### src/sbrx_pkg.sv
`timescale 1ns / 1ps
// Shared constants, codes and structs of the SBUS receiver.
package sbrx_pkg;

  localparam int unsigned FrameLen = 25;
  localparam int unsigned PosW     = $clog2(FrameLen + 1);
  localparam int unsigned ByteW    = 8;
  localparam int unsigned CmdW     = 2;
  localparam int unsigned ChW      = 11;
  localparam int unsigned NumCh    = 16;
  localparam int unsigned NumFlags = 4;
  localparam int unsigned IdxW     = 5;
  localparam int unsigned ScaleW   = 24;
  localparam int unsigned DbW      = 15;
  localparam int unsigned PosOutW  = 16;
  localparam int unsigned CntW     = 16;
  localparam int unsigned AccW     = ChW + ScaleW;
  localparam int unsigned FracW    = 16;
  localparam int unsigned MagW     = AccW - FracW;
  localparam int unsigned BitPtrW  = 8;
  localparam int unsigned BitCntW  = 4;
  localparam int unsigned ChCntW   = 4;
  localparam int unsigned FlagCntW = 2;
  localparam int unsigned CfgIdxW  = 3;
  localparam int unsigned CfgDataW = 24;

  localparam logic [ByteW-1:0]   Header      = 8'h0F;
  localparam logic [PosW-1:0]    FlagByteIdx = 5'd23;
  localparam logic [BitPtrW-1:0] FirstChBit  = 8'd8;
  localparam logic [ChCntW-1:0]  WatchCh     = 4'd2;
  localparam logic [AccW-1:0]    RoundInit   = AccW'(32768);

  localparam logic [PosOutW-1:0] PosMax = 16'h7FFF;
  localparam logic [PosOutW-1:0] PosMin = 16'h8000;

  localparam logic [ChW-1:0]    CenterRst   = 11'd992;
  localparam logic [ScaleW-1:0] ScaleRst    = 24'd3834792;
  localparam logic [DbW-1:0]    DeadbandRst = 15'd328;
  localparam logic [ChW-1:0]    FailsafeRst = 11'd32;
  localparam logic [CntW-1:0]   LimitRst    = 16'd100;
  localparam logic [ChW-1:0]    WatchRst    = 11'd32;

  localparam logic KindChannel = 1'b0;
  localparam logic KindStatus  = 1'b1;

  typedef enum logic [CmdW-1:0] {
    CMD_BYTE = 2'd0,
    CMD_IDLE = 2'd1,
    CMD_TICK = 2'd2
  } cmd_e;

  typedef enum logic [CfgIdxW-1:0] {
    CFG_CENTER   = 3'd0,
    CFG_SCALE    = 3'd1,
    CFG_DEADBAND = 3'd2,
    CFG_FAILSAFE = 3'd3,
    CFG_LIMIT    = 3'd4
  } cfg_idx_e;

  typedef struct packed {
    logic [ChW-1:0]    center;
    logic [ScaleW-1:0] scale;
    logic [DbW-1:0]    deadband;
    logic [ChW-1:0]    failsafe;
    logic [CntW-1:0]   limit;
  } cfg_t;

  typedef struct packed {
    logic               byte_we;
    logic [ByteW-1:0]   byte_data;
    logic               pos_clear;
    logic [BitPtrW-1:0] bit_addr;
  } fs_ctrl_t;

  typedef struct packed {
    logic                bit_val;
    logic                frame_ok;
    logic [NumFlags-1:0] flags;
  } fs_stat_t;

  typedef struct packed {
    logic           start;
    logic [ChW-1:0] raw;
  } pos_req_t;

  typedef struct packed {
    logic               done;
    logic [PosOutW-1:0] position;
  } pos_rsp_t;

  typedef struct packed {
    logic           tick;
    logic           load;
    logic [ChW-1:0] load_value;
  } wd_ctrl_t;

  typedef struct packed {
    logic [ChW-1:0] watched;
    logic           offline;
  } wd_stat_t;

  typedef struct packed {
    logic               result_kind;
    logic [IdxW-1:0]    channel_index;
    logic [ChW-1:0]     raw_value;
    logic [PosOutW-1:0] position;
    logic               offline;
    logic               last;
  } res_t;

endpackage

### src/sbrx_in_if.sv
`timescale 1ns / 1ps
// Input channel: received bytes, line idle and protect ticks.
interface sbrx_in_if;
  logic                       valid;
  logic                       ready;
  logic [sbrx_pkg::CmdW-1:0]  command;
  logic [sbrx_pkg::ByteW-1:0] rx_byte;

  modport source (output valid, command, rx_byte, input ready);
  modport sink   (input valid, command, rx_byte, output ready);
endinterface

### src/sbrx_out_if.sv
`timescale 1ns / 1ps
// Output channel: decoded channel and watchdog status words.
interface sbrx_out_if;
  logic                               valid;
  logic                               ready;
  logic                               result_kind;
  logic [sbrx_pkg::IdxW-1:0]          channel_index;
  logic [sbrx_pkg::ChW-1:0]           raw_value;
  logic signed [sbrx_pkg::PosOutW-1:0] position;
  logic                               offline;
  logic                               last;

  modport source (output valid, result_kind, channel_index, raw_value, position, offline, last,
                  input ready);
  modport sink   (input valid, result_kind, channel_index, raw_value, position, offline, last,
                  output ready);
endinterface

### src/sbrx_frame_store.sv
`timescale 1ns / 1ps
// 25-byte frame store with byte write pointer and single-bit read port.
module sbrx_frame_store (
  input  logic               clk_i,
  input  logic               rst_ni,
  input  sbrx_pkg::fs_ctrl_t ctrl_i,
  output sbrx_pkg::fs_stat_t stat_o
);
  import sbrx_pkg::*;

  logic [ByteW-1:0] mem_q [FrameLen];
  logic [PosW-1:0]  wpos_q;

  always_ff @(posedge clk_i or negedge rst_ni) begin
    if (!rst_ni) begin
      for (int i = 0; i < FrameLen; i++) begin
        mem_q[i] <= '0;
      end
      wpos_q <= '0;
    end else begin
      if (ctrl_i.pos_clear) begin
        wpos_q <= '0;
      end else if (ctrl_i.byte_we && (wpos_q < PosW'(FrameLen))) begin
        mem_q[wpos_q] <= ctrl_i.byte_data;
        wpos_q        <= wpos_q + 1'b1;
      end
    end
  end

  always_comb begin
    stat_o.bit_val  = mem_q[ctrl_i.bit_addr[BitPtrW-1:3]][ctrl_i.bit_addr[2:0]];
    stat_o.frame_ok = (mem_q[0] == Header) && (mem_q[FrameLen-1] == '0);
    // flag i is bit 7-i of byte 23
    for (int i = 0; i < NumFlags; i++) begin
      stat_o.flags[i] = mem_q[FlagByteIdx][ByteW-1-i];
    end
  end

endmodule

### src/sbrx_pos_unit.sv
`timescale 1ns / 1ps
// Shift-add stick scaler: |raw-center|*scale one bit per cycle, then deadband and clamp.
module sbrx_pos_unit (
  input  logic               clk_i,
  input  logic               rst_ni,
  input  sbrx_pkg::cfg_t     cfg_i,
  input  sbrx_pkg::pos_req_t req_i,
  output sbrx_pkg::pos_rsp_t rsp_o
);
  import sbrx_pkg::*;

  logic               busy_q;
  logic               done_q;
  logic [BitCntW-1:0] cnt_q;
  logic [ChW-1:0]     mag_q;
  logic               neg_q;
  logic [AccW-1:0]    acc_q;
  logic [AccW-1:0]    sc_q;
  logic [MagW-1:0]    m;

  always_ff @(posedge clk_i or negedge rst_ni) begin
    if (!rst_ni) begin
      busy_q <= 1'b0;
      done_q <= 1'b0;
      cnt_q  <= '0;
    end else begin
      done_q <= busy_q && (cnt_q == BitCntW'(ChW - 1));
      if (req_i.start) begin
        busy_q <= 1'b1;
        cnt_q  <= '0;
      end else if (busy_q) begin
        cnt_q <= cnt_q + 1'b1;
        if (cnt_q == BitCntW'(ChW - 1)) begin
          busy_q <= 1'b0;
        end
      end
    end
  end

  // accumulator starts at one half LSB of the result, so rounding is free
  always_ff @(posedge clk_i) begin
    if (req_i.start) begin
      neg_q <= req_i.raw < cfg_i.center;
      mag_q <= (req_i.raw < cfg_i.center) ? (cfg_i.center - req_i.raw)
                                          : (req_i.raw - cfg_i.center);
      acc_q <= RoundInit;
      sc_q  <= AccW'(cfg_i.scale);
    end else if (busy_q) begin
      if (mag_q[0]) begin
        acc_q <= acc_q + sc_q;
      end
      mag_q <= mag_q >> 1;
      sc_q  <= sc_q << 1;
    end
  end

  always_comb begin
    m = acc_q[AccW-1:FracW];
    if (m <= MagW'(cfg_i.deadband)) begin
      rsp_o.position = '0;
    end else if (neg_q) begin
      if (m >= MagW'(PosMin)) begin
        rsp_o.position = PosMin;
      end else begin
        rsp_o.position = ~m[PosOutW-1:0] + 1'b1;
      end
    end else if (m >= MagW'(PosMax)) begin
      rsp_o.position = PosMax;
    end else begin
      rsp_o.position = m[PosOutW-1:0];
    end
    rsp_o.done = done_q;
  end

endmodule

### src/sbrx_watchdog.sv
`timescale 1ns / 1ps
// Failsafe watchdog: watched channel 2, saturating tick counter, offline flag.
module sbrx_watchdog (
  input  logic               clk_i,
  input  logic               rst_ni,
  input  sbrx_pkg::cfg_t     cfg_i,
  input  sbrx_pkg::wd_ctrl_t ctrl_i,
  output sbrx_pkg::wd_stat_t stat_o
);
  import sbrx_pkg::*;

  logic [ChW-1:0]  watch_q, watch_d;
  logic [CntW-1:0] cnt_q, cnt_d;
  logic            off_q, off_d;

  always_comb begin
    watch_d = watch_q;
    cnt_d   = cnt_q;
    off_d   = off_q;
    if (ctrl_i.load) begin
      watch_d = ctrl_i.load_value;
    end
    if (ctrl_i.tick) begin
      if (watch_q == cfg_i.failsafe) begin
        if (cnt_q != '1) begin
          cnt_d = cnt_q + 1'b1;
        end
      end else begin
        cnt_d = '0;
        off_d = 1'b0;
      end
      if (cnt_d >= cfg_i.limit) begin
        off_d = 1'b1;
      end
    end
  end

  always_ff @(posedge clk_i or negedge rst_ni) begin
    if (!rst_ni) begin
      watch_q <= WatchRst;
      cnt_q   <= '0;
      off_q   <= 1'b0;
    end else begin
      watch_q <= watch_d;
      cnt_q   <= cnt_d;
      off_q   <= off_d;
    end
  end

  assign stat_o.watched = watch_q;
  assign stat_o.offline = off_q;

endmodule

### src/sbrx_sequencer.sv
`timescale 1ns / 1ps
// Configuration register bank of the SBUS receiver.
module sbrx_sequencer (
  input  logic                          clk_i,
  input  logic                          rst_ni,
  input  logic                          cfg_we_i,
  input  logic [sbrx_pkg::CfgIdxW-1:0]  cfg_idx_i,
  input  logic [sbrx_pkg::CfgDataW-1:0] cfg_wdata_i,
  output sbrx_pkg::cfg_t                cfg_o
);
  import sbrx_pkg::*;

  cfg_t cfg_q;

  always_ff @(posedge clk_i or negedge rst_ni) begin
    if (!rst_ni) begin
      cfg_q.center   <= CenterRst;
      cfg_q.scale    <= ScaleRst;
      cfg_q.deadband <= DeadbandRst;
      cfg_q.failsafe <= FailsafeRst;
      cfg_q.limit    <= LimitRst;
    end else if (cfg_we_i) begin
      case (cfg_idx_i)
        CFG_CENTER:   cfg_q.center   <= cfg_wdata_i[ChW-1:0];
        CFG_SCALE:    cfg_q.scale    <= cfg_wdata_i[ScaleW-1:0];
        CFG_DEADBAND: cfg_q.deadband <= cfg_wdata_i[DbW-1:0];
        CFG_FAILSAFE: cfg_q.failsafe <= cfg_wdata_i[ChW-1:0];
        CFG_LIMIT:    cfg_q.limit    <= cfg_wdata_i[CntW-1:0];
        default: ;
      endcase
    end
  end

  assign cfg_o = cfg_q;

endmodule

### src/sbus_receiver_with_failsafe.sv
`timescale 1ns / 1ps
// SBUS frame receiver with bit-serial channel unpack, stick scaling and failsafe watchdog.
//
// in_i carries one word per event: command 0 stores rx_byte in the next of 25 frame
// slots (later bytes are dropped), command 1 marks line idle and ends the frame,
// command 2 is a protect tick, command 3 is ignored. After a byte or an ignored word
// the sequencer stays idle. A good frame (header 0x0F, last byte 0) sends 20 words on
// out_o: channels 0..15 with raw value and Q1.15 position, then flags 16..19, the last
// one marked. Each channel is shifted out of the store one bit per cycle, then scaled
// in the shift-add scaler, then emitted. A bad frame sends nothing and leaves the
// sequencer idle. A tick moves the sequencer to ST_TICK, which loads the status word
// into the output register once it is free. in_i.ready is high only between items.
// The output register holds one word; when out_o stalls the sequencer waits in place
// and no new input is taken until the last word of the item is in the output register.
// Reset clears the frame store and byte pointer, resets the watchdog and loads the register
// defaults; configuration is written through cfg_we_i / cfg_idx_i / cfg_wdata_i.
module sbus_receiver_with_failsafe (
  input  logic                          clk_i,
  input  logic                          rst_ni,
  sbrx_in_if.sink                       in_i,
  sbrx_out_if.source                    out_o,
  input  logic                          cfg_we_i,
  input  logic [sbrx_pkg::CfgIdxW-1:0]  cfg_idx_i,
  input  logic [sbrx_pkg::CfgDataW-1:0] cfg_wdata_i
);
  import sbrx_pkg::*;

  typedef enum logic [2:0] {
    ST_IDLE,
    ST_UNPACK,
    ST_MULT,
    ST_EMIT_CH,
    ST_FLAGS,
    ST_TICK
  } state_e;

  state_e              state_q, state_d;
  logic [BitPtrW-1:0]  bit_ptr_q, bit_ptr_d;
  logic [BitCntW-1:0]  bit_cnt_q, bit_cnt_d;
  logic [ChCntW-1:0]   ch_q, ch_d;
  logic [FlagCntW-1:0] flag_q, flag_d;
  logic [ChW-1:0]      raw_q, raw_d;
  logic                out_valid_q, out_valid_d;
  res_t                res_q, res_d;

  cfg_t     cfg;
  fs_ctrl_t fs_ctrl;
  fs_stat_t fs_stat;
  pos_req_t pos_req;
  pos_rsp_t pos_rsp;
  wd_ctrl_t wd_ctrl;
  wd_stat_t wd_stat;

  logic           in_acc;
  logic           out_free;
  logic [ChW-1:0] raw_shift;

  sbrx_sequencer u_cfg (
    .clk_i       (clk_i),
    .rst_ni      (rst_ni),
    .cfg_we_i    (cfg_we_i),
    .cfg_idx_i   (cfg_idx_i),
    .cfg_wdata_i (cfg_wdata_i),
    .cfg_o       (cfg)
  );

  sbrx_frame_store u_store (
    .clk_i  (clk_i),
    .rst_ni (rst_ni),
    .ctrl_i (fs_ctrl),
    .stat_o (fs_stat)
  );

  sbrx_pos_unit u_pos (
    .clk_i  (clk_i),
    .rst_ni (rst_ni),
    .cfg_i  (cfg),
    .req_i  (pos_req),
    .rsp_o  (pos_rsp)
  );

  sbrx_watchdog u_wd (
    .clk_i  (clk_i),
    .rst_ni (rst_ni),
    .cfg_i  (cfg),
    .ctrl_i (wd_ctrl),
    .stat_o (wd_stat)
  );

  assign in_i.ready = (state_q == ST_IDLE);
  assign in_acc     = in_i.valid && in_i.ready;
  assign out_free   = !out_valid_q || out_o.ready;
  // channel bits come out LSB first
  assign raw_shift  = {fs_stat.bit_val, raw_q[ChW-1:1]};

  always_comb begin
    state_d     = state_q;
    bit_ptr_d   = bit_ptr_q;
    bit_cnt_d   = bit_cnt_q;
    ch_d        = ch_q;
    flag_d      = flag_q;
    raw_d       = raw_q;
    res_d       = res_q;
    out_valid_d = out_valid_q && !out_o.ready;

    fs_ctrl.byte_we   = 1'b0;
    fs_ctrl.byte_data = in_i.rx_byte;
    fs_ctrl.pos_clear = 1'b0;
    fs_ctrl.bit_addr  = bit_ptr_q;
    pos_req.start     = 1'b0;
    pos_req.raw       = raw_shift;
    wd_ctrl.tick       = 1'b0;
    wd_ctrl.load       = 1'b0;
    wd_ctrl.load_value = raw_q;

    case (state_q)
      ST_IDLE: begin
        if (in_acc) begin
          case (in_i.command)
            CMD_BYTE: begin
              fs_ctrl.byte_we = 1'b1;
            end
            CMD_IDLE: begin
              fs_ctrl.pos_clear = 1'b1;
              if (fs_stat.frame_ok) begin
                bit_ptr_d = FirstChBit;
                bit_cnt_d = '0;
                ch_d      = '0;
                state_d   = ST_UNPACK;
              end
            end
            CMD_TICK: begin
              wd_ctrl.tick = 1'b1;
              state_d      = ST_TICK;
            end
            default: ;
          endcase
        end
      end
      ST_UNPACK: begin
        raw_d     = raw_shift;
        bit_ptr_d = bit_ptr_q + 1'b1;
        bit_cnt_d = bit_cnt_q + 1'b1;
        if (bit_cnt_q == BitCntW'(ChW - 1)) begin
          pos_req.start = 1'b1;
          bit_cnt_d     = '0;
          state_d       = ST_MULT;
        end
      end
      ST_MULT: begin
        if (pos_rsp.done) begin
          state_d = ST_EMIT_CH;
        end
      end
      ST_EMIT_CH: begin
        if (out_free) begin
          out_valid_d         = 1'b1;
          res_d.result_kind   = KindChannel;
          res_d.channel_index = IdxW'(ch_q);
          res_d.raw_value     = raw_q;
          res_d.position      = pos_rsp.position;
          res_d.offline       = 1'b0;
          res_d.last          = 1'b0;
          if (ch_q == WatchCh) begin
            wd_ctrl.load = 1'b1;
          end
          if (ch_q == ChCntW'(NumCh - 1)) begin
            flag_d  = '0;
            state_d = ST_FLAGS;
          end else begin
            ch_d    = ch_q + 1'b1;
            state_d = ST_UNPACK;
          end
        end
      end
      ST_FLAGS: begin
        if (out_free) begin
          out_valid_d         = 1'b1;
          res_d.result_kind   = KindChannel;
          res_d.channel_index = IdxW'(NumCh) + IdxW'(flag_q);
          res_d.raw_value     = ChW'(fs_stat.flags[flag_q]);
          res_d.position      = '0;
          res_d.offline       = 1'b0;
          res_d.last          = (flag_q == FlagCntW'(NumFlags - 1));
          if (flag_q == FlagCntW'(NumFlags - 1)) begin
            state_d = ST_IDLE;
          end else begin
            flag_d = flag_q + 1'b1;
          end
        end
      end
      ST_TICK: begin
        if (out_free) begin
          out_valid_d         = 1'b1;
          res_d.result_kind   = KindStatus;
          res_d.channel_index = '0;
          res_d.raw_value     = wd_stat.watched;
          res_d.position      = '0;
          res_d.offline       = wd_stat.offline;
          res_d.last          = 1'b1;
          state_d             = ST_IDLE;
        end
      end
      default: begin
        state_d = ST_IDLE;
      end
    endcase
  end

  always_ff @(posedge clk_i or negedge rst_ni) begin
    if (!rst_ni) begin
      state_q     <= ST_IDLE;
      bit_ptr_q   <= '0;
      bit_cnt_q   <= '0;
      ch_q        <= '0;
      flag_q      <= '0;
      raw_q       <= '0;
      out_valid_q <= 1'b0;
      res_q       <= '0;
    end else begin
      state_q     <= state_d;
      bit_ptr_q   <= bit_ptr_d;
      bit_cnt_q   <= bit_cnt_d;
      ch_q        <= ch_d;
      flag_q      <= flag_d;
      raw_q       <= raw_d;
      out_valid_q <= out_valid_d;
      res_q       <= res_d;
    end
  end

  assign out_o.valid         = out_valid_q;
  assign out_o.result_kind   = res_q.result_kind;
  assign out_o.channel_index = res_q.channel_index;
  assign out_o.raw_value     = res_q.raw_value;
  assign out_o.position      = res_q.position;
  assign out_o.offline       = res_q.offline;
  assign out_o.last          = res_q.last;

`ifndef NO_ASSERTIONS
  a_done_in_mult: assert property (@(posedge clk_i) disable iff (!rst_ni)
    pos_rsp.done |-> (state_q == ST_MULT))
    else $error("scaler finished outside multiply phase");

  a_flag_pos_zero: assert property (@(posedge clk_i) disable iff (!rst_ni)
    (out_o.valid && (out_o.result_kind == KindChannel) && (out_o.channel_index >= IdxW'(NumCh)))
    |-> (out_o.position == '0))
    else $error("flag word carries a nonzero position");

  a_last_is_final_flag: assert property (@(posedge clk_i) disable iff (!rst_ni)
    (out_o.valid && out_o.last && (out_o.result_kind == KindChannel))
    |-> (out_o.channel_index == IdxW'(NumCh + NumFlags - 1)))
    else $error("frame marked last before final flag");

  a_ptr_in_frame: assert property (@(posedge clk_i) disable iff (!rst_ni)
    (state_q == ST_UNPACK) |-> (bit_ptr_q < BitPtrW'(8 + ChW * NumCh)))
    else $error("bit pointer ran past the channel area");

  a_bad_frame_idle: assert property (@(posedge clk_i) disable iff (!rst_ni)
    (in_acc && (in_i.command == CMD_IDLE) && !fs_stat.frame_ok) |=> (state_q == ST_IDLE))
    else $error("bad frame started a decode");
`endif

endmodule

### src/flat_wrapper.sv
// flat-port wrapper written by rule: the top's interface ports become plain ports
module sbus_receiver_with_failsafe_flat import sbrx_pkg::*;
  (clk_i, rst_ni, cfg_we_i, cfg_idx_i, cfg_wdata_i, in_i_valid, in_i_command, in_i_rx_byte, in_i_ready, out_o_valid, out_o_result_kind, out_o_channel_index, out_o_raw_value, out_o_position, out_o_offline, out_o_last, out_o_ready);
  sbrx_in_if in_i_i ();
  sbrx_out_if out_o_i ();
  input  logic clk_i;
  input  logic rst_ni;
  input  logic cfg_we_i;
  input  logic [sbrx_pkg::CfgIdxW-1:0] cfg_idx_i;
  input  logic [sbrx_pkg::CfgDataW-1:0] cfg_wdata_i;
  input wire logic [$bits(in_i_i.valid)-1:0] in_i_valid;
  input wire logic [$bits(in_i_i.command)-1:0] in_i_command;
  input wire logic [$bits(in_i_i.rx_byte)-1:0] in_i_rx_byte;
  output wire logic [$bits(in_i_i.ready)-1:0] in_i_ready;
  output wire logic [$bits(out_o_i.valid)-1:0] out_o_valid;
  output wire logic [$bits(out_o_i.result_kind)-1:0] out_o_result_kind;
  output wire logic [$bits(out_o_i.channel_index)-1:0] out_o_channel_index;
  output wire logic [$bits(out_o_i.raw_value)-1:0] out_o_raw_value;
  output wire logic [$bits(out_o_i.position)-1:0] out_o_position;
  output wire logic [$bits(out_o_i.offline)-1:0] out_o_offline;
  output wire logic [$bits(out_o_i.last)-1:0] out_o_last;
  input wire logic [$bits(out_o_i.ready)-1:0] out_o_ready;
  assign in_i_i.valid = in_i_valid;
  assign in_i_i.command = in_i_command;
  assign in_i_i.rx_byte = in_i_rx_byte;
  assign in_i_ready = in_i_i.ready;
  assign out_o_valid = out_o_i.valid;
  assign out_o_result_kind = out_o_i.result_kind;
  assign out_o_channel_index = out_o_i.channel_index;
  assign out_o_raw_value = out_o_i.raw_value;
  assign out_o_position = out_o_i.position;
  assign out_o_offline = out_o_i.offline;
  assign out_o_last = out_o_i.last;
  assign out_o_i.ready = out_o_ready;
  sbus_receiver_with_failsafe u_core (.clk_i(clk_i), .rst_ni(rst_ni), .in_i(in_i_i), .out_o(out_o_i), .cfg_we_i(cfg_we_i), .cfg_idx_i(cfg_idx_i), .cfg_wdata_i(cfg_wdata_i));
endmodule
### config.mk
export PLATFORM = sky130hd
export DESIGN_NAME = sbus_receiver_with_failsafe_flat
export DESIGN_NICKNAME = d
export VERILOG_FILES = /design/src/sbrx_pkg.sv /design/src/sbrx_in_if.sv /design/src/sbrx_out_if.sv /design/src/sbrx_frame_store.sv /design/src/sbrx_pos_unit.sv /design/src/sbrx_watchdog.sv /design/src/sbrx_sequencer.sv /design/src/sbus_receiver_with_failsafe.sv /design/src/flat_wrapper.sv
export SDC_FILE = /design/constraint.sdc
export NUM_CORES = 1
export LEC_CHECK = 0
export ABC_AREA = 0
export BUFFER_PORTS_ARGS = -buffer_cell sky130_fd_sc_hd__buf_2
export CAP_MARGIN = 30
export CORE_MARGIN = 2
export CORE_UTILIZATION = 45
export DETAILED_ROUTE_END_ITERATION = 10
export GPL_ROUTABILITY_DRIVEN = 0
export PLACE_DENSITY = 0.62
export SLEW_MARGIN = 20
export SYNTH_ARGS = -nofsm -noshare
export SYNTH_HDL_FRONTEND = slang
export SYNTH_HIERARCHICAL = 1
export SYNTH_SLANG_ARGS = --single-unit
### constraint.sdc
create_clock -name clk_i -period 3.3 [get_ports clk_i]
set_clock_uncertainty 0.05 [all_clocks]
set_input_delay 0.165 -clock clk_i [delete_from_list [all_inputs] [get_ports clk_i]]
set_output_delay 0.165 -clock clk_i [all_outputs]
set_load 0.01 [all_outputs]
* Word-level counts from Yosys, hierarchy flattened
Cells that the tools add are included.
** Cells by class
- $lt $le $gt $ge :: 11
- Add/sub/neg operators :: 12
- Divide/modulo/power cells :: 0
- Reduce and logical (&&, ||, !) cells :: 33
- Shift operators :: 0
- Muxes and demuxes :: 79
- Bitwise logic cells :: 4
- Multipliers :: 0
- Equal/unequal tests :: 34
** Operator list (number)
- $bwmux 200 :: 1
- $mux 16 :: 7
- $mux 35 :: 3
- $pmux 35 s3 :: 1
- $mux 24 :: 2
- $mux 8 :: 6
- $bmux 8 s5 :: 1
- $demux 8 s5 :: 1
- $add 35x35->35 :: 1
- $mux 11 :: 3
- $add 16x1->16 const B :: 2
- $mux 4 :: 8
- $mux 3 :: 9
- $mux 1 :: 23
- $sub 11x11->11 :: 2
- $ge 19x15->1 const B :: 1
- $ge 19x16->1 const B :: 1
- $le 19x15->1 :: 1
- $pmux 3 s6 :: 1
- $ge 16x16->1 :: 1
- $ne 16x16->1 const B :: 1
- $not 16->16 :: 1
- $pmux 4 s2 :: 2
- $pmux 8 s2 :: 1
- 45 further kinds :: 93
** Storage, ports and cells
- Latch bits :: 0
- Output and inout bits :: 37
- Bits in read-only memories :: 0
- Memories :: 0
- Memory bits (writable) :: 0
- Bits in registers :: 466

* Logic depth before layout (Yosys ltp)
- Depth after elaboration :: 9
- Mapped depth :: 16
- Depth with buffers taken out :: 13

* Modules after synthesis
Netlist, hierarchy kept.
** Modules (own cells, without submodules)
- sbrx_frame_store :: area each 9664.3 um2, cells an instance 674, instances 1
- sbrx_pos_unit :: area each 6969.2 um2, cells an instance 826, instances 1
- sbus_receiver_with_failsafe :: area each 3293.2 um2, cells an instance 333, instances 1
- sbrx_sequencer :: area each 2994.1 um2, cells an instance 168, instances 1
- sbrx_watchdog :: area each 2172.1 um2, cells an instance 240, instances 1

* Worst setup path before layout
No wires, ideal clock.
- Path kind :: reg-to-reg
- Start :: register u_core.bit_ptr_q[3]
- End :: register u_core.u_pos.mag_q[9] (data pin)
- Arrival time :: 3.334 ns
- Stages on the path, launching flop included :: 16
- Setup slack :: -0.355 ns
- Clock period less this slack :: 3.655 ns
- Path buffers :: 3
- Library setup time :: 0.271 ns
- Cell sequence :: dfrtp_1 buf_4 buf_2 mux4_2 a22oi_1 o31ai_1 nor4b_1 o22ai_1 and4_1 ha_1 nand4_1 o21ai_1 buf_2 mux2i_1 xor2_1 a21oi_1
** RTL lines
- from (decl) :: line sbus_receiver_with_failsafe.sv:38 : logic [BitPtrW-1:0] bit_ptr_q, bit_ptr_d;
- from (signal assigned) :: line sbus_receiver_with_failsafe.sv:222 : bit_ptr_q <= bit_ptr_d;
- to (signal assigned) :: line sbrx_pos_unit.sv:44 : mag_q <= (req_i.raw < cfg_i.center) ? (cfg_i.center - req_i.raw)
- to (signal assigned) :: line sbrx_pos_unit.sv:52 : mag_q <= mag_q >> 1;
- to (decl) :: line sbrx_pos_unit.sv:15 : logic [ChW-1:0] mag_q;

==> results.ini <==
[run_status]
status = finished with violations
violations = setup timing

[placed_design]
hpwl_mm = 46.2
portBuffers = 78
dpl_cell_area_um2 = 26800
post-place-cells = 3042

[synth]
synth_commonest_cells = dfrtp_1 (361), mux2_2 (254), nand2_1 (192), a21oi_1 (143), nor2_1 (126)
yosys-top-cells-area = dfrtp_1 (36%), mux2_2 (11%), ha_1 (5.0%)
yosysTopAreaCell = dfrtp_1
ys_seq_area_frac = 0.464
netlist.area_leader.share = 0.360
syn_nets = 2387
ys.flop_type = dfrtp_1
syn_avg_cell_area_um2 = 11.2
synthCells = 2241
yosys_warnings = 6
ys_types = 101
synth-edff-count = 36
syn_area_um2 = 25100
synth.most_common_cell = dfrtp_1
ys_seq_elements = 466
async_reset_ff_frac = 0.824

[detailed_routing]
vias = 18121
drt-pass1-iter-count = 5
vias_per_cell = 5.71
drc = 0
routed_wl_mm = 65.5
drt-initial-drc-count = 1210
ant_nets = 0
avgRoutedWirePerCell_um = 20.6

[timing]
grt_setup_unrepaired = yes
finalHoldViolCount = 0
fin_crit_sh = 1.11
worst_pin_slew_ns = 0.893
drv_slew = 0
slew_headroom = 0.405
setup_ws_ns = -0.348
setup_tns_ns = -3.07
max_freq_mhz = 274
finalHoldWorstSlack_ns = 0.0634
finalSetupViolations = 10
fin_crit_ns = 3.65

[clocking]
insertion_delay_ns = 0.62
cts.sinks = 466
htreeDepth = 2
clkTransAtPathRegs_ns = 0.06
clock_path_buffers = 3
clockRootBuffer = clkbuf_16
cts_tree = done
numCtsBuffers = 51

[final_layout]
n_antenna_cell = 0
final_area_um2 = 29100
nets = 2532
finalNonFillerCells = 3176
drive_gt1_frac = 0.276
syn2layout_area_growth_pct = 15.8

[critical_path]
cp_top_family = multiplexers
cp_num_buf_inv = 3
cp.arrival_ns = 3.92
cp_slowest_cell = dfrtp_4
path_max_fanout = 13
crit_chain = buf_12 -> buf_4 -> mux4_2 -> nand2_1 -> nand4_1 -> o211ai_1 -> o211ai_1 -> and4_4 -> ha_4 -> nand4_1 -> o21ai_2 -> buf_6 -> mux2i_2 -> xnor2_1 -> a21oi_1
worstSetupStartpointType = flop
cp.required_ns = 3.57
critPathLaunch = u_core/bit_ptr_q[3]
cpPeakStageDelay_ns = 0.51
path_class = flop to flop
end_kind = flop
r2r-start = u_core/bit_ptr_q[3]

[floorplanning]
die_x_um = 240
pin_count = 79
rows = 86
die-area_um2 = 57700
start_util = 0.455
fp.coreArea_um2 = 55100
die_y_um = 240

[global_routing]
grtUsageMet3 = 0.0311
grt_start_max_net_pins = 99
grt_pass1_vias = 17969
grt_usage = 0.230
grt_pass1_wl_mm = 104
busiest_layer = met2
gr-total-overflow = 0
gr-usage-met2 = 0.373
antenna_found_initial = 0
use_met1 = 0.317

[power_and_ir_drop]
p_leak_nw = 13.2
power_w = 0.0245
peakVddDrop_uv = 491
power_density_nw_per_um2 = 842

[run]
max_cap_violations = 0

[worst_hold_path]
hp-class = input pin to flop
min_from = in_i_command[0]

worst reg2reg max path, delay by kind of cell (launching register included):
| family | cells | cell delay, ns |
|---|---|---|
| AO/OA/AOI/OAI | 4 | 0.54 |
| XOR/XNOR | 1 | 0.16 |
| AND/OR/NAND/NOR | 4 | 0.60 |
| flip-flops | 1 | 0.51 |
| adder cells (fa/ha/maj) | 1 | 0.28 |
| multiplexers | 2 | 0.73 |
| buffers and inverters | 3 | 0.49 |
registers in the layout (all words and copies together) (netlist names), 5 cells and up:
signal                      count
u_core/u_store/mem_q          196
u_core/u_wd/cnt_q              16
u_core/u_wd/watch_q            11
u_core/bit_ptr_q                8
u_core/u_pos/acc_q             35
u_core/raw_q                   11
u_core/u_pos/sc_q              35
u_core/out_o.channel_index      5
u_core/u_pos/mag_q             11
u_core/u_store/wpos_q           5
u_core/u_cfg/cfg_o             77
u_core/out_o.raw_value         11
u_core/out_o.position          16
stage by stage:
| stage | utilization | setup WS, ns |
|---|---|---|
| 3_5_place_dp | 0.486 | -0.372 |
| 5_1_grt | 0.527 | -0.501 |
| 2_1_floorplan | - | -0.113 |
| 4_1_cts | 0.525 | -0.298 |
| 6_report | 0.527 | -0.348 |
| 3_3_place_gp | 0.486 | -0.378 |
layout make-up:
class                      instances  area, um^2
timing repair buffer             221        1760
inverter                          85         319
tap                              748         936
clock buffer                      79        1510
multi-input combinational       1561       12600
clock inverter                    16         255
fill                            4782       26000
sequential                       466       11600
what timing repair did:
item | 4_1_cts | 5_1_grt
pin swaps | 5 | 5
setup endpoints to repair | 10 | 23
setup buffers | 6 | 4
hold endpoints to repair | 168 | 0
gates resized for setup | 12 | 14
gates cloned | 1 | 1
hold buffers | 27 | 0
cell usage in the layout, fill, tap and decap left out, types with 15 or more instances in the layout:
cell type      instances
buf_2                 77
inv_1                 84
clkbuf_1              15
a21oi_1              139
nand3_1               38
mux2i_1               29
dlygate4sd3_1         27
a31oi_1               17
nor3_1                23
o211ai_1              15
mux4_2                40
dfstp_2               23
mux2_2               253
mux2_1                70
nor2_1               126
clkbuf_16             52
nor2b_1               19
nand4_1               20
edfxtp_1              36
nand2_1              192
ha_1                 100
dfxtp_1               46
o21ai_0               88
and3_1                16
dfrtp_1              359
xor2_1                32
xnor2_1               37
a21o_1                28
buf_4                 99
cells by family after synthesis:
group	after synthesis	share of synthesized area
compound gates	416	0.104
xor+xnor	69	0.0241
fa+ha+maj	104	0.0528
buf+inv	214	0.0387
flops	466	0.464
mux	406	0.200
simple gates	566	0.116
final timing paths:
path	to	slack [ns]	cells after the start
worst max-delay path	u_core/u_pos/mag_q[2]	-0.35	15
worst min-delay path	u_core/u_store/wpos_q[0]	0.06	5
worst max register to register	u_core/u_pos/mag_q[2]	-0.35	15
worst min register to register	u_core/u_pos/acc_q[10]	0.41	2
max in group asynchronous	u_core/u_cfg/cfg_o[6]	2.19	3
min in group asynchronous	u_core/u_store/mem_q[121]	0.10	2
layer usage:
layer / vias to the layer above / share of wire
met5: - / 0
met4: 0 / 0.029
met3: 113 / 0.044
met2: 467 / 0.47
met1: 9099 / 0.45
li1: 8442 / -
power by group:
part           switching [W]  internal, W  leakage (nW)
Combinational        0.00544      0.00458          6.58
Clock                0.00238      0.00356         0.862
Sequential           0.00123      0.00728          5.77
Total                0.00905       0.0154          13.2
(Power assumes the default switching activity.)
